$ cat src/sv/bdke_pkg.sv
// Shared types and constants for the decimal keycode emitter.
// Depends on nothing; the front, back and top-level files import it.
`default_nettype none

package bdke_pkg;

   localparam int COUNT_IN_W = 32;
   localparam int POS_W      = 8;
   localparam int USAGE_W    = 6;

   localparam logic [USAGE_W-1:0] USAGE_ZERO     = 6'h27;
   localparam logic [USAGE_W-1:0] USAGE_ONE_BASE = 6'h1E;

   localparam logic [3:0] BCD_ADJ_LIMIT = 4'd5;
   localparam logic [3:0] BCD_ADJ_ADD   = 4'd3;

   typedef struct packed {
      logic [COUNT_IN_W-1:0] count_value;
      logic [POS_W-1:0]      key_position;
   } req_type;

   typedef struct packed {
      logic [USAGE_W-1:0] usage_code;
      logic               is_press;
      logic [POS_W-1:0]   out_position;
      logic               last;
   } rsp_type;

   function automatic logic [USAGE_W-1:0] usage_of(input logic [3:0] digit);
      logic [USAGE_W-1:0] code;
      if (digit == 4'd0) begin
         code = USAGE_ZERO;
      end else begin
         code = USAGE_ONE_BASE + USAGE_W'(digit) - USAGE_W'(1);
      end
      return code;
   endfunction

endpackage

`default_nettype wire

$ cat src/sv/bdke_front.sv
// Front end: accepts a request and converts its count to BCD, one bit a cycle.
// Depends on bdke_pkg; feeds bdke_queue.
`default_nettype none

module bdke_front
   import bdke_pkg::*;
#(
   parameter  int COUNT_WIDTH = 32,
   parameter  int MAX_DIGITS  = 10,
   localparam int ENTRY_W     = 4 * MAX_DIGITS + POS_W + 1
) (
   input  logic               clock,
   input  logic               reset,
   input  logic               req_valid,
   output logic               req_stall,
   input  req_type            req_payload,
   output logic               q_push,
   output logic [ENTRY_W-1:0] q_data,
   input  logic               q_full
);

   localparam int BIT_W = $clog2(COUNT_WIDTH);

   typedef enum logic [2:0] {
      F_IDLE = 3'b001,
      F_CONV = 3'b010,
      F_PUSH = 3'b100
   } front_state_type;

   front_state_type state_ff, state_in;

   logic [COUNT_WIDTH-1:0]       sh_ff, sh_in;
   logic [MAX_DIGITS-1:0][3:0]   bcd_ff, bcd_in;
   logic                         ovf_ff, ovf_in;
   logic [BIT_W-1:0]             cnt_ff, cnt_in;
   logic [POS_W-1:0]             pos_ff, pos_in;

   logic [MAX_DIGITS-1:0][3:0]   adj;
   logic [4*MAX_DIGITS:0]        shifted;

   always_comb begin
      adj = bcd_ff;
      for (int i = 0; i < MAX_DIGITS; i++) begin
         if (adj[i] >= BCD_ADJ_LIMIT) begin
            adj[i] = adj[i] + BCD_ADJ_ADD;
         end
      end
      shifted = {adj, sh_ff[COUNT_WIDTH-1]};
   end

   assign req_stall = (state_ff != F_IDLE);
   assign q_push    = (state_ff == F_PUSH) && !q_full;
   assign q_data    = {ovf_ff, pos_ff, bcd_ff};

   always_comb begin
      state_in = state_ff;
      sh_in    = sh_ff;
      bcd_in   = bcd_ff;
      ovf_in   = ovf_ff;
      cnt_in   = cnt_ff;
      pos_in   = pos_ff;
      unique case (state_ff)
         F_IDLE: begin
            if (req_valid) begin
               sh_in    = COUNT_WIDTH'(req_payload.count_value);
               pos_in   = req_payload.key_position;
               bcd_in   = '0;
               ovf_in   = 1'b0;
               cnt_in   = '0;
               state_in = F_CONV;
            end
         end
         F_CONV: begin
            bcd_in = shifted[4*MAX_DIGITS-1:0];
            ovf_in = ovf_ff | shifted[4*MAX_DIGITS];
            sh_in  = sh_ff << 1;
            cnt_in = cnt_ff + BIT_W'(1);
            if (cnt_ff == BIT_W'(COUNT_WIDTH - 1)) begin
               state_in = F_PUSH;
            end
         end
         F_PUSH: begin
            if (!q_full) begin
               state_in = F_IDLE;
            end
         end
         default: begin
            state_in = F_IDLE;
         end
      endcase
   end

   always_ff @(posedge clock) begin
      if (reset) begin
         state_ff <= F_IDLE;
      end else begin
         state_ff <= state_in;
      end
      sh_ff  <= sh_in;
      bcd_ff <= bcd_in;
      ovf_ff <= ovf_in;
      cnt_ff <= cnt_in;
      pos_ff <= pos_in;
   end

endmodule

`default_nettype wire

$ cat src/sv/bdke_queue.sv
// Two-entry queue between front and back end.
// Depends on nothing but its width parameter.
`default_nettype none

module bdke_queue #(
   parameter int WIDTH = 49
) (
   input  logic             clock,
   input  logic             reset,
   input  logic             push,
   input  logic [WIDTH-1:0] push_data,
   output logic             full,
   input  logic             pop,
   output logic             valid,
   output logic [WIDTH-1:0] pop_data
);

   logic [WIDTH-1:0] mem_ff [2];
   logic             wr_ptr_ff, rd_ptr_ff;
   logic [1:0]       fill_ff;
   logic             do_push, do_pop;

   assign full     = (fill_ff == 2'd2);
   assign valid    = (fill_ff != 2'd0);
   assign do_push  = push && !full;
   assign do_pop   = pop && valid;
   assign pop_data = mem_ff[rd_ptr_ff];

   always_ff @(posedge clock) begin
      if (reset) begin
         wr_ptr_ff <= 1'b0;
         rd_ptr_ff <= 1'b0;
         fill_ff   <= 2'd0;
      end else begin
         if (do_push) begin
            wr_ptr_ff <= ~wr_ptr_ff;
         end
         if (do_pop) begin
            rd_ptr_ff <= ~rd_ptr_ff;
         end
         if (do_push && !do_pop) begin
            fill_ff <= fill_ff + 2'd1;
         end else if (do_pop && !do_push) begin
            fill_ff <= fill_ff - 2'd1;
         end
      end
      if (do_push) begin
         mem_ff[wr_ptr_ff] <= push_data;
      end
   end

endmodule

`default_nettype wire

$ cat src/sv/bdke_back.sv
// Back end: skips leading zeros (unless the conversion overflowed) and emits press/release keycodes per digit.
// Depends on bdke_pkg; drains bdke_queue, drives the response register.
`default_nettype none

module bdke_back
   import bdke_pkg::*;
#(
   parameter  int MAX_DIGITS = 10,
   localparam int ENTRY_W    = 4 * MAX_DIGITS + POS_W + 1
) (
   input  logic               clock,
   input  logic               reset,
   input  logic               q_valid,
   input  logic [ENTRY_W-1:0] q_data,
   output logic               q_pop,
   output logic               rsp_valid,
   input  logic               rsp_stall,
   output rsp_type            rsp_payload
);

   localparam int DIG_W = $clog2(MAX_DIGITS);

   typedef enum logic [3:0] {
      B_IDLE    = 4'b0001,
      B_SKIP    = 4'b0010,
      B_PRESS   = 4'b0100,
      B_RELEASE = 4'b1000
   } back_state_type;

   back_state_type state_ff, state_in;

   logic [MAX_DIGITS-1:0][3:0] dig_ff, dig_in;
   logic [POS_W-1:0]           pos_ff, pos_in;
   logic                       skip_ff, skip_in;
   logic [DIG_W-1:0]           idx_ff, idx_in;
   logic                       rsp_valid_ff, rsp_valid_in;
   rsp_type                    rsp_ff, rsp_in;

   logic                       out_free;
   logic [3:0]                 cur_digit;

   assign out_free    = !rsp_valid_ff || !rsp_stall;
   assign cur_digit   = dig_ff[idx_ff];
   assign q_pop       = (state_ff == B_IDLE) && q_valid;
   assign rsp_valid   = rsp_valid_ff;
   assign rsp_payload = rsp_ff;

   always_comb begin
      state_in     = state_ff;
      dig_in       = dig_ff;
      pos_in       = pos_ff;
      skip_in      = skip_ff;
      idx_in       = idx_ff;
      rsp_in       = rsp_ff;
      rsp_valid_in = rsp_valid_ff && rsp_stall;
      unique case (state_ff)
         B_IDLE: begin
            if (q_valid) begin
               dig_in   = q_data[4*MAX_DIGITS-1:0];
               pos_in   = q_data[4*MAX_DIGITS +: POS_W];
               skip_in  = !q_data[ENTRY_W-1];
               idx_in   = DIG_W'(MAX_DIGITS - 1);
               state_in = B_SKIP;
            end
         end
         B_SKIP: begin
            if (skip_ff && (idx_ff != '0) && (cur_digit == 4'd0)) begin
               idx_in = idx_ff - DIG_W'(1);
            end else begin
               state_in = B_PRESS;
            end
         end
         B_PRESS: begin
            if (out_free) begin
               rsp_in.usage_code   = usage_of(cur_digit);
               rsp_in.is_press     = 1'b1;
               rsp_in.out_position = pos_ff;
               rsp_in.last         = 1'b0;
               rsp_valid_in        = 1'b1;
               state_in            = B_RELEASE;
            end
         end
         B_RELEASE: begin
            if (out_free) begin
               rsp_in.usage_code   = usage_of(cur_digit);
               rsp_in.is_press     = 1'b0;
               rsp_in.out_position = pos_ff;
               rsp_in.last         = (idx_ff == '0);
               rsp_valid_in        = 1'b1;
               if (idx_ff == '0) begin
                  state_in = B_IDLE;
               end else begin
                  idx_in   = idx_ff - DIG_W'(1);
                  state_in = B_PRESS;
               end
            end
         end
         default: begin
            state_in = B_IDLE;
         end
      endcase
   end

   always_ff @(posedge clock) begin
      if (reset) begin
         state_ff     <= B_IDLE;
         rsp_valid_ff <= 1'b0;
      end else begin
         state_ff     <= state_in;
         rsp_valid_ff <= rsp_valid_in;
      end
      dig_ff  <= dig_in;
      pos_ff  <= pos_in;
      skip_ff <= skip_in;
      idx_ff  <= idx_in;
      rsp_ff  <= rsp_in;
   end

endmodule

`default_nettype wire

$ cat src/sv/binary_to_decimal_keycode_emitter.sv
// Top level of the decimal keycode emitter: front converter, queue, back emitter.
// Depends on bdke_pkg, bdke_front, bdke_queue, bdke_back.
//
//   channel  dir  handshake           payload
//   req      in   req_valid/req_stall req_payload (count_value, key_position)
//   rsp      out  rsp_valid/rsp_stall rsp_payload (usage_code, is_press, ...)
//
// Front: accepts a request, runs one shift-add-3 step per count bit, then pushes
// the result into the two-entry queue, waiting while the queue is full.
// Back: pops an entry, finds the first digit by skipping leading zeros, then emits
// a press and a release per digit, each held while rsp_stall is high.
// A request emits 2 to 2*MAX_DIGITS results.
// Synchronous active-high reset clears the state machines, queue and rsp_valid.
// rsp_stall only holds the back end; the front keeps converting until the queue is full.
`default_nettype none

module binary_to_decimal_keycode_emitter
   import bdke_pkg::*;
#(
   parameter int COUNT_WIDTH = 32,
   parameter int MAX_DIGITS  = 10
) (
   input  logic    clock,
   input  logic    reset,
   input  logic    req_valid,
   output logic    req_stall,
   input  req_type req_payload,
   output logic    rsp_valid,
   input  logic    rsp_stall,
   output rsp_type rsp_payload
);

   localparam int ENTRY_W = 4 * MAX_DIGITS + POS_W + 1;

   logic               q_push, q_full, q_pop, q_valid;
   logic [ENTRY_W-1:0] q_wdata, q_rdata;

   bdke_front #(
      .COUNT_WIDTH (COUNT_WIDTH),
      .MAX_DIGITS  (MAX_DIGITS)
   ) u_front (
      .clock       (clock),
      .reset       (reset),
      .req_valid   (req_valid),
      .req_stall   (req_stall),
      .req_payload (req_payload),
      .q_push      (q_push),
      .q_data      (q_wdata),
      .q_full      (q_full)
   );

   bdke_queue #(
      .WIDTH (ENTRY_W)
   ) u_queue (
      .clock     (clock),
      .reset     (reset),
      .push      (q_push),
      .push_data (q_wdata),
      .full      (q_full),
      .pop       (q_pop),
      .valid     (q_valid),
      .pop_data  (q_rdata)
   );

   bdke_back #(
      .MAX_DIGITS (MAX_DIGITS)
   ) u_back (
      .clock       (clock),
      .reset       (reset),
      .q_valid     (q_valid),
      .q_data      (q_rdata),
      .q_pop       (q_pop),
      .rsp_valid   (rsp_valid),
      .rsp_stall   (rsp_stall),
      .rsp_payload (rsp_payload)
   );

endmodule

`default_nettype wire
$ cat config.mk
export PLATFORM = sky130hd
export DESIGN_NAME = binary_to_decimal_keycode_emitter
export DESIGN_NICKNAME = d
export VERILOG_FILES = /design/src/sv/bdke_pkg.sv /design/src/sv/bdke_front.sv /design/src/sv/bdke_queue.sv /design/src/sv/bdke_back.sv /design/src/sv/binary_to_decimal_keycode_emitter.sv
export SDC_FILE = /design/constraint.sdc
export NUM_CORES = 1
export LEC_CHECK = 0
export BUFFER_PORTS_ARGS = -buffer_cell sky130_fd_sc_hd__buf_2
export CORE_UTILIZATION = 65
export CTS_CLUSTER_DIAMETER = 100
export DETAILED_ROUTE_END_ITERATION = 12
export PLACE_DENSITY = 0.84
export SLEW_MARGIN = 20
export SYNTH_ARGS = -nofsm -noshare
export SYNTH_HDL_FRONTEND = slang
export SYNTH_SLANG_ARGS = --single-unit
export TNS_END_PERCENT = 10
$ cat constraint.sdc
create_clock -name clock -period 5.87 [get_ports clock]
set_input_delay 0 -clock clock [delete_from_list [all_inputs] [get_ports clock]]
set_output_delay 0 -clock clock [all_outputs]
set_load 0.03 [all_outputs]
# --- After elaboration in Yosys (flattened, before gate mapping) ---
# Memories as Yosys holds them, arrays and structs flattened. A register that Yosys moved wholly into a read port is not among the register bits.
# Cells that the tools add are included.
classes:
  bitwise: 3
  mux: 47
  reduce_logical: 32
  n_lt_le_gt_ge: 11
  n_eq_ne: 19
  add_sub_neg: 16
ops:
  columns: ["operator", "n"]
  rows:
  - ["$pmux W40 S2", 1]
  - ["$mux W4", 19]
  - ["$pmux W32 S2", 1]
  - ["$add A4 B2 Y4 const B", 10]
  - ["$ge A4 B3 Y1 const B", 10]
  - ["$mux W40", 1]
  - ["$mux W16", 2]
  - ["$mux W32", 1]
  - ["$pmux W16 S2", 1]
  - ["$bmux W4 S4", 1]
  - ["$pmux W4 S4", 1]
  - ["$mux W3", 4]
  - ["$pmux W4 S3", 1]
  - ["$ne A2 B1 Y1 const B", 5]
  - ["$pmux W5 S2", 1]
  - ["$logic_and A1 B1 Y1", 9]
  - ["$pmux W3 S3", 1]
  - ["$logic_not A4 Y1", 2]
  - ["$ne A2 B2 Y1 const B", 4]
  - ["$reduce_bool A2 Y1", 4]
  - ["$mux W1", 7]
  - ["$add A5 B4 Y6 const A", 1]
  - ["$logic_not A1 Y1", 6]
  - ["$mux W6", 1]
  - ["other kinds (29)", 34]
word_totals:
  reg_bits: 167
  ram_bits: 98
  mem_count: 1
mem_list:
  columns: ["name", "depth", "word_bits", "rd", "rd_clocked_by_memory_dff", "write_ports", "line", "source"]
  rows:
  - ["u_queue.mem_ff", 2, 49, 1, 1, 1, "bdke_queue.sv:18", "logic [WIDTH-1:0] mem_ff [2];"]

# --- Depth between registers and ports, before layout ---
# Gate-level depths: netlist of run 1.
depth:
  depth_word: 8
  mapped_depth: 12

# --- Cells and area by module ---
# A second synthesis of run 1 with hierarchy kept.
hier_totals:
  cells_unflattened: 718
  area_unflattened_um2: 11258.3
by_module_without_submodules:
  columns: ["mod", "seq_area_each_um2", "cells_per_inst", "n_inst", "area_each_um2"]
  rows:
  - ["bdke_front", 2642.5, 354, 1, 4471.8]
  - ["bdke_queue", 3042.9, 177, 1, 3748.6]
  - ["bdke_back", 2172.1, 187, 1, 3037.9]

# --- Worst setup path before layout of run 1 ---
# No wires, ideal clock.
synth_path:
  kind: "register to register"
  startpoint: "reg u_back.state_ff[2]"
  endpoint: "reg u_queue.fill_ff[1]"
  period_less_slack_ps: 3967
  slack_ps: 1903
  t_required_ps: 5799
  t_arrival_ps: 3896
  stages_incl_launch_ff: 9
  cell_sequence: "dfxtp_1 -> clkbuf_1 -> nor2_1 -> nand3b_1 -> nor2_1 -> inv_1 -> ha_1 -> or3_1 -> a21oi_1"
synth_via:
  elab_chain_len: 6
  elab_cells_between_ends: 8
  cone_classes: "1 x eq/ne; 1 x mux; 6 x reduce/logical"
synth_lines:
  columns: ["item", "line", "source"]
  rows:
  - ["from (decl)", "bdke_back.sv:30", "back_state_type state_ff, state_in;"]
  - ["from (signal assigned)", "bdke_back.sv:109", "state_ff <= state_in;"]
  - ["$eq A4 B1 Y1 *", "bdke_back.sv:44", "assign q_pop = (state_ff == B_IDLE) && q_valid;"]
  - ["$logic_and A1 B1 Y1 *", "bdke_back.sv:44", null]
  - ["net q_pop", "binary_to_decimal_keycode_emitter.sv:35", "logic q_push, q_full, q_pop, q_valid;"]
  - ["$logic_and A1 B1 Y1 *", "bdke_queue.sv:26", "assign do_pop = pop && valid;"]
  - ["$logic_not A1 Y1", "bdke_queue.sv:41", "if (do_push && !do_pop) begin"]
  - ["$logic_and A1 B1 Y1", "bdke_queue.sv:41", null]
  - ["$mux W2 / $reduce_bool A2 Y1 (equally long branches)", null, null]
  - ["to (signal assigned)", "bdke_queue.sv:42", "fill_ff <= fill_ff + 2'd1;"]
  - ["to (signal assigned)", "bdke_queue.sv:44", "fill_ff <= fill_ff - 2'd1;"]
  - ["to (decl)", "bdke_queue.sv:20", "logic [1:0] fill_ff;"]
# The timed path passes the listed nets; every way through them passes the cells marked *.
# A chain may end at the register's enable or synchronous reset.

# --- Worst setup path after layout of run 1 ---
layout_path:
  startpoint: "reg u_back.idx_ff[0]"
  endpoint: "reg u_back.idx_ff[2] (enable)"
layout_via:
  elab_chain_len: 6
  elab_cells_between_ends: 10
  cone_classes: "2 x eq/ne; 2 x mux; 6 x reduce/logical"
layout_lines:
  columns: ["item", "line", "source"]
  rows:
  - ["from (decl)", "bdke_back.sv:35", "logic [DIG_W-1:0] idx_ff, idx_in;"]
  - ["from (signal assigned)", "bdke_back.sv:115", "idx_ff <= idx_in;"]
  - ["$bmux W4 S4", "bdke_back.sv:43", "assign cur_digit = dig_ff[idx_ff];"]
  - ["$mux W4 (not written as such)", "bdke_back.sv:43", null]
  - ["$logic_not A4 Y1", "bdke_back.sv:67", "if (skip_ff && (idx_ff != '0) && (cur_digit == 4'd0)) begin"]
  - ["$logic_and A1 B1 Y1", "bdke_back.sv:67", null]
  - ["$ne A2 B1 Y1 (no line)", null, null]
  - ["$reduce_and A5 Y1 (no line) *", null, null]
# Mark *: on every way between the ends. The rest lies on a longest branch, timed or not. The select of a mux whose other input is x is not followed.

==> results of run 1 <==
[per-layer routing]
layer	vias up	wire [microns]
met5	-	0
li1	3013	-
met3	48	914
met2	214	10390
met4	0	563
met1	3082	7880
[path summary, 6_finish.rpt]
check                          end  slack, ps  depth (start not counted)
max               u_back.idx_ff[2]       2140                         10
min              u_front.pos_ff[3]        200                          2
max reg2reg       u_back.idx_ff[2]       2140                         10
min reg2reg  u_back.rsp_payload[3]        420                          0
[critical path, delay by kind of cell (launching register included)]
family	cells	cell delay, ps
mux	1	280
compound gates	3	800
flops	1	880
buf+inv	2	210
fa+ha+maj	1	260
simple gates	3	920
[stage by stage]
step | instance area, sq um | hold WS [ps] | power [mW] | worst slack (ps) | std cells
global route | 12830 | 194.4 | 5.225 | 1888 | 1128
finish | 12830 | 197.0 | 5.021 | 2140 | 1128
CTS | 12800 | 178.8 | 5.042 | 2175 | 1127
floorplan | 10980 | 98.87 | 3.157 | 1903 | 777
global placement | 11520 | 176.8 | 3.321 | 2557 | 1039
detailed placement | 11520 | 181.3 | 3.380 | 2241 | 1039
[layout by cell type (no fill, tap or decap), types with 6 or more instances in the layout]
cell type,n
nor3_1,15
edfxtp_1,253
mux2_2,50
and2_1,7
nor2b_1,6
inv_1,28
ha_1,26
dlygate4sd3_1,43
xnor2_1,17
nand2_1,125
o21ai_0,16
nand2b_1,14
a21oi_1,38
nor2_1,67
clkbuf_16,27
mux2i_1,18
o22ai_1,9
buf_4,6
buf_2,61
xor2_1,12
dfxtp_1,12
[sequential cells by signal (all words and copies together), names as in the netlist, named ones only]
name / cells
u_queue.mem_ff: 98
u_back.dig_ff: 40
u_front.q_data: 40
u_front.sh_ff: 32
u_back.rsp_payload: 16
u_back.pos_ff: 8
u_front.pos_ff: 8
u_front.cnt_ff: 5
u_back.idx_ff: 4
u_back.state_ff: 4
u_front.state_ff: 3
u_queue.fill_ff: 2
u_back.rsp_valid: 1
u_back.skip_ff: 1
u_front.ovf_ff: 1
u_queue.rd_ptr_ff: 1
u_queue.wr_ptr_ff: 1
[power by group through the flow]
| stage | clock network, mW | logic (mW) | registers [mW] |
|---|---|---|---|
| floorplan | 0 | 0.643 | 2.51 |
| global placement | 0 | 0.700 | 2.62 |
| detailed placement | 0 | 0.746 | 2.63 |
| CTS | 1.66 | 0.783 | 2.60 |
| global route | 1.73 | 0.864 | 2.63 |
| finish | 1.64 | 0.785 | 2.59 |
[area by class of cell]
cell class	instances	area [sq um]
Inverter	28	105.1
Timing Repair Buffer	111	808.3
Multi-Input combinational cell	458	2933
Tap cell	220	275.3
Sequential cell	266	7861
Fill cell	884	3699
Clock buffer	31	690.7
Clock inverter	14	152.6
[kinds of logic (layout without fill, tap and decap cells)]
logic type,Yosys count,count (layout),synth area share [%]
adder cells (fa/ha/maj),26,26,2.964
buffers and inverters,53,184,1.903
AO/OA/AOI/OAI,74,74,3.841
multiplexers,69,69,6.976
flip-flops,266,266,71.58
AND/OR/NAND/NOR,260,260,10.42
XOR/XNOR,29,29,2.314
==> flow_summary.rst, run 1 <==
.. list-table::
   :header-rows: 1

   * - Metric
     - Value
   * - Status
     - finished, final reports clean
   * - Clock sink count
     - 266
   * - Total routed wirelength
     - between 15 and 20 mm
   * - FF-to-FF Start
     - u_back.idx_ff[0]
   * - Starting DRT DRC Count
     - roughly 430
   * - Min-Delay Path Class
     - in -> reg
   * - Initial standard-cell utilization of the core
     - 66.43%
   * - Antenna violations before repair
     - 0
   * - Number of enable flip-flop cells after synthesis
     - between 200 and 300
   * - Sw Ratio
     - approximately a quarter
   * - Final period util
     - ~64%
   * - X dimension of the die
     - approximately 130 microns
   * - Worst slew margin relative to its limit
     - between 40% and 50%
   * - Cell type with the largest total area after synthesis
     - edfxtp_1
   * - Synth Area per Inst
     - between 10 and 15 sq um
   * - Met1 GRT Util
     - 28.03%
   * - Antenna viol nets, final
     - 0
   * - Max stage delay cell, worst path
     - edfxtp_1
   * - Internal power
     - between 3 and 4 mW
   * - Setup fix buffers added after clock tree synthesis
     - 0
   * - Vias per Instance
     - 5.636
   * - Clock share of power
     - approximately a third
   * - Hold Path Origin
     - req_payload[3]
   * - Leftover overflow at the end of global routing
     - 0
   * - Count of nets after finishing
     - slightly below 1000
   * - Level count of the clock H-tree
     - 1
   * - Post-synthesis async set-or-reset flop share
     - 0%
   * - Worst slew pin tran
     - 819.8 ps
   * - Maximum number of pins on one net before global-route repair
     - 80
   * - Ys flop type
     - edfxtp_1
   * - Highest achievable clock rate
     - about 0.27 GHz
   * - Port buffer count
     - 61
   * - Number of buffers inserted during clock tree synthesis
     - 26
   * - Total nets after synthesis
     - 847
   * - Portion of the post-synthesis area used by sequential elements
     - 71.58%
   * - Endpoint type of the worst setup path
     - flop
   * - Total of cells resized after clock tree synthesis
     - 0
   * - Cell Chain, Critical Path
     - mux2i_1, o22ai_1, nor2_1, o22ai_1, inv_1, ha_1, inv_1, nand4bb_1, or4_4, o21ai_0
   * - Global-route met3 utilization
     - under 10%
   * - Worst vdd rail ir drop
     - between 0.0002 and 0.0003 V
   * - Maximum Capacitance Violations
     - 0
   * - First-pass GRT wire length
     - 32.66 mm
   * - Cell area after technology mapping
     - 10980 sq um
   * - Ratio of cells with drive above 1 in the final layout
     - a little under a fifth
   * - Critical path launch point
     - u_back.idx_ff[0]
   * - Area share of the leading cell type in the synthesized netlist
     - between 60 and 70%
   * - DR WL/cell
     - between 15 and 20 microns
   * - Data arrival time at the worst-slack endpoint
     - approximately 4000 ps
   * - Yosys warnings
     - 0
   * - Source-to-sink clock delay at the later pin of the worst-skew pair
     - 520 ps
   * - Area of the placeable core
     - 16520 sq um
   * - Number of remaining DRC errors
     - 0
   * - Net Sw Power
     - 1.300 mW
   * - Sort of element at the start of the critical path
     - flop
   * - Gpl congestion
     - between 0.8 and 0.9
   * - Final Hold Fails
     - 0
   * - CP max FO
     - 18
   * - Relative contribution of combinational cells to total power
     - about 16%
   * - Peak per-stage delay on the critical path
     - around 880 ps
   * - Minimum period implied by the final worst setup slack
     - about 3700 ps
   * - Clock tree root buffer cell
     - clkbuf_16
   * - Core Rows
     - 47
   * - Area growth syn-to-layout
     - 16.85%
   * - Die ar.
     - between 15000 and 20000 sq um
   * - Register bit total from synthesis
     - 266
   * - Die height
     - around 130 microns
   * - Clock Skew
     - between 6 and 7 ps
   * - Fin util
     - ~78%
   * - Iteration count of the initial detailed-routing pass
     - 7
   * - Number of antenna repair diodes
     - 0
   * - Type of the worst setup path
     - reg -> reg
   * - Count of unique library cells instantiated by Yosys
     - 42
   * - Accumulated negative setup slack
     - 0 ps
   * - TritonCTS clock tree
     - done
   * - Top post-synthesis cells by area
     - edfxtp_1 (69%), mux2_2 (5.1%), nand2_1 (4.3%)
   * - Vias post-DR
     - approximately 6400
   * - Unrepaired setup endpoints after global routing
     - false
   * - Count of boundary I/O pins
     - 62
   * - Most frequent cell after synthesis
     - edfxtp_1
   * - Sequential group share of total power
     - 51.7%
   * - HPWL after detailed placement
     - around 11 mm
   * - Routing usage on met2
     - a little over two fifths
   * - Clk pin slew, worst setup/hold paths
     - roughly 60 ps
   * - Worst Path Required
     - about 6000 ps
   * - Hold bufs inserted after CTS
     - 43
   * - Max-slew violation count
     - 0
   * - Leakage component of the power
     - approximately 4.7 nW
   * - Most common library cells after synthesis
     - edfxtp_1 (253), nand2_1 (125), nor2_1 (69), mux2_2 (50), a21oi_1 (38)
   * - Max Buffers Root-to-Sink
     - 3
   * - Busiest layer in global routing
     - met2
   * - Setup violations, final
     - 0
   * - Global Route Usage Sum
     - a little under a quarter
   * - Pwr dens
     - 391.5 nW/um^2
   * - Gate Count Post-Synth
     - just under 800
   * - Number of global-route vias before repair
     - between 6000 and 7000
Power figures use the tool's default switching activity.
==> inputs of run 2 (changes only) <==
--- a/config.mk
+++ b/config.mk
@@ -6,10 +6,10 @@
 export NUM_CORES = 1
 export LEC_CHECK = 0
 export BUFFER_PORTS_ARGS = -buffer_cell sky130_fd_sc_hd__buf_2
-export CORE_UTILIZATION = 65
+export CORE_UTILIZATION = 55
 export CTS_CLUSTER_DIAMETER = 100
 export DETAILED_ROUTE_END_ITERATION = 12
-export PLACE_DENSITY = 0.84
+export PLACE_DENSITY = 0.76
 export SLEW_MARGIN = 20
 export SYNTH_ARGS = -nofsm -noshare
 export SYNTH_HDL_FRONTEND = slang
==> constraint.sdc (replaced) <==
create_clock -name clock -period 3.1 [get_ports clock]
set_input_delay 0 -clock clock [delete_from_list [all_inputs] [get_ports clock]]
set_output_delay 0 -clock clock [all_outputs]
set_load 0.03 [all_outputs]
==> run 2 against run 1 <==
Against the previous run:
- die area rose by 18%
- critical path type unchanged
- highest routed layer unchanged
- combinational power rose by 110%
- critical path depth rose by 3
- register-to-register slack got worse by 1900 ps
- clock skew rose by 1.5 ps
- clock power rose by 93%
- wire length fell by 7.2%
- sequential power rose by 84%
- maximum frequency rose by 30%
- utilization fell by 11 points
==> flow_summary.rst, run 2 (same netlist as run 1, synthesis figures left out) <==
.. list-table::
   :header-rows: 1

   * - Metric
     - Value
   * - Worst slew margin relative to its limit
     - 33.41% (was 45.35%)
   * - Sw Ratio
     - 25.80% (was 25.89%)
   * - Total area of multi-input combinational cells
     - 2938 sq um (was 2933 sq um)
   * - Status
     - finished, final reports clean (unchanged)
   * - Number of global-route vias before repair
     - 6066 (was 6761)
   * - Core Rows
     - 51 (was 47)
   * - Accumulated negative setup slack
     - 0 ps (unchanged)
   * - Maximum number of pins on one net before global-route repair
     - 64 (was 80)
   * - Clock sink count
     - 266 (unchanged)
   * - Clock share of power
     - 33.0% (was 32.7%)
   * - Highest achievable clock rate
     - 0.3475 GHz (was 0.2681 GHz)
   * - Type of the worst setup path
     - reg -> reg (unchanged)
   * - Hold Path Origin
     - req_payload[6] (was req_payload[3])
   * - Net Sw Power
     - 2.475 mW (was 1.300 mW)
   * - Setup violations, final
     - 0 (unchanged)
   * - Instance area after placement
     - 11660 sq um (was 11520 sq um)
   * - FF+latch area
     - 7859 sq um (was 7861 sq um)
   * - Relative contribution of combinational cells to total power
     - 17.3% (was 15.6%)
   * - First-pass GRT wire length
     - 30.10 mm (was 32.66 mm)
   * - # fillers
     - 1368 (was 884)
   * - Starting DRT DRC Count
     - 324 (was 434)
   * - Final period util
     - 92.84% (was 63.54%)
   * - Endpoint type of the worst setup path
     - flop (unchanged)
   * - TritonCTS clock tree
     - done (unchanged)
   * - Max Buffers Root-to-Sink
     - 3 (unchanged)
   * - DR WL/cell
     - 15.40 microns (was 17.50 microns)
   * - Area growth syn-to-layout
     - 18.50% (was 16.85%)
   * - Total routed wirelength
     - 18.33 mm (was 19.74 mm)
   * - Sequential group share of total power
     - 49.7% (was 51.7%)
   * - Clock Skew
     - 8.232 ps (was 6.752 ps)
   * - Gpl congestion
     - 0.7874 (was 0.8058)
   * - Highest-count cells in the layout ignoring fill and taps
     - edfxtp_1 (253), nand2_1 (125), nor2_1 (67) (unchanged)
   * - Internal power
     - 7.116 mW (was 3.721 mW)
   * - Worst vdd rail ir drop
     - 0.0004484 V (was 0.0002969 V)
   * - Post-route cell area
     - 13010 sq um (was 12830 sq um)
   * - Total power draw
     - 9.591 mW (was 5.021 mW)
   * - Depth of the worst register-to-register path
     - 13 (was 10)
   * - Die height
     - 143.3 microns (was 132.0 microns)
   * - Area of the placeable core
     - 19530 sq um (was 16520 sq um)
   * - Antenna violations before repair
     - 0 (unchanged)
   * - Number of remaining DRC errors
     - 0 (unchanged)
   * - Final worst slack
     - 222.0 ps (was 2140 ps)
   * - Clk pin slew, worst setup/hold paths
     - 60 ps (about the same)
   * - Worst slack on hold paths
     - 178.4 ps (was 197.0 ps)
   * - Critical path launch point
     - u_back.idx_ff[0] (unchanged)
   * - Final Hold Fails
     - 0 (unchanged)
   * - HPWL after detailed placement
     - 10.53 mm (was 11.33 mm)
   * - Number of flip-flops in the largest register
     - 98 (unchanged)
   * - Post-Place Worst Slack
     - 66.24 ps (was 2241 ps)
   * - Level count of the clock H-tree
     - 1 (unchanged)
   * - Die ar.
     - 20530 sq um (was 17410 sq um)
   * - Minimum period implied by the final worst setup slack
     - 2878 ps (was 3730 ps)
   * - Antenna viol nets, final
     - 0 (unchanged)
   * - Register ranked first by flip-flop count
     - u_queue.mem_ff (unchanged)
   * - Port buffer count
     - 61 (unchanged)
   * - Number of antenna repair diodes
     - 0 (unchanged)
   * - Vias per Instance
     - 5.172 (was 5.636)
   * - Max-slew violation count
     - 0 (unchanged)
   * - Count of nets after finishing
     - 974 (was 961)
   * - CP max FO
     - 10 (was 18)
   * - Global Route Usage Sum
     - 18.99% (was 23.79%)
   * - Clock tree root buffer cell
     - clkbuf_16 (unchanged)
   * - X dimension of the die
     - 143.3 microns (was 132.0 microns)
   * - Iteration count of the initial detailed-routing pass
     - 4 (was 7)
   * - Vias post-DR
     - 6155 (was 6357)
   * - Most common library cell in the layout ignoring fill and taps
     - edfxtp_1 (unchanged)
   * - Ratio of cells with drive above 1 in the final layout
     - 20.43% (was 18.83%)
   * - Initial standard-cell utilization of the core
     - 56.22% (was 66.43%)
   * - Number of buffers inserted during clock tree synthesis
     - 27 (was 26)
   * - Count of boundary I/O pins
     - 62 (unchanged)
   * - Sort of element at the start of the critical path
     - flop (unchanged)
   * - Pwr dens
     - 737.3 nW/um^2 (was 391.5 nW/um^2)
   * - Worst Path Required
     - 3350 ps (was 6030 ps)
   * - Worst slew pin tran
     - 998.8 ps (was 819.8 ps)
   * - Source-to-sink clock delay at the later pin of the worst-skew pair
     - 530 ps (was 520 ps)
   * - Unrepaired setup endpoints after global routing
     - false (unchanged)
   * - Leakage component of the power
     - 4.835 nW (was 4.749 nW)
   * - FF-to-FF Start
     - u_back.idx_ff[0] (unchanged)
   * - Worst hold path depth
     - 2 (unchanged)
   * - Maximum Capacitance Violations
     - 0 (unchanged)
   * - Leftover overflow at the end of global routing
     - 0 (unchanged)
   * - Min-Delay Path Class
     - in -> reg (unchanged)
   * - Data arrival time at the worst-slack endpoint
     - 3130 ps (was 3890 ps)
## run 2: cell types whose count changed in the layout (fill, tap and decap cells not counted), moves of 2 or more
cell / change
buf_12: +2
buf_4: +11
clkinvlp_4: -2
clkinv_2: +5
inv_6: +2
## run 2: final cells by class
| class | instances | area share (%) |
|---|---|---|
| Clock buffer | 30 | 5.281 |
| Tap cell | 265 | 2.549 |
| Timing Repair Buffer | 123 | 6.945 |
| Inverter | 28 | 0.8080 |
| Multi-Input combinational cell | 458 | 22.59 |
| Sequential cell | 266 | 60.42 |
| Clock inverter | 20 | 1.414 |
## run 2: worst paths after layout
check | endpoint | slack (ps)
max | u_back.idx_ff[2] | 220
min reg2reg | u_back.rsp_payload[5] | 420
max reg2reg | u_back.idx_ff[2] | 220
min | u_front.pos_ff[6] | 180
## run 2: layer usage
| metal | vias to the layer above | global-route usage, % | share of wire, % | wire length (microns) |
|---|---|---|---|---|
| li1 | 3044 | - | - | - |
| met1 | 2969 | 24.28 | 45 | 8236 |
| met2 | 112 | 32.99 | 50 | 9087 |
| met3 | 30 | 3.085 | 3.5 | 639 |
| met4 | 0 | 6.383 | 2.0 | 363 |
| met5 | - | 0 | 0 | 0 |
## run 2: power groups by stage
stage                     combinational, mW  sequential (mW)  clock, mW
after floorplan                        1.22             4.75          0
after global placement                 1.51             4.86          0
after detailed placement               1.55             4.87          0
after CTS                              1.60             4.80       3.23
after global routing                   1.86             4.81       3.36
final                                  1.66             4.77       3.16
## run 2: worst max-delay path, stage by stage, from the launching register on
cell	delay (ps)
edfxtp_1	370
buf_4	190
buf_4	180
nand2_1	100
o22ai_1	100
nor2_1	110
o22ai_1	150
inv_1	90
ha_1	210
inv_1	50
nand4bb_1	210
or4_4	520
o21ai_1	160
buf_4	160
## run 2: what timing repair did
item / in CTS / in global routing
resized for setup: 0 / 1
hold endpoints to repair: 69 / 0
setup endpoints to repair: 0 / 4
hold buffers: 43 / 0
buffers inserted: 0 / 6
## run 2: stage by stage
stage | cells | utilization [%]
detailed placement | 1091 | 59.72
floorplan | 777 | -
global route | 1190 | 66.62
finish | 1190 | 66.62
CTS | 1184 | 66.38
global placement | 1091 | 59.72
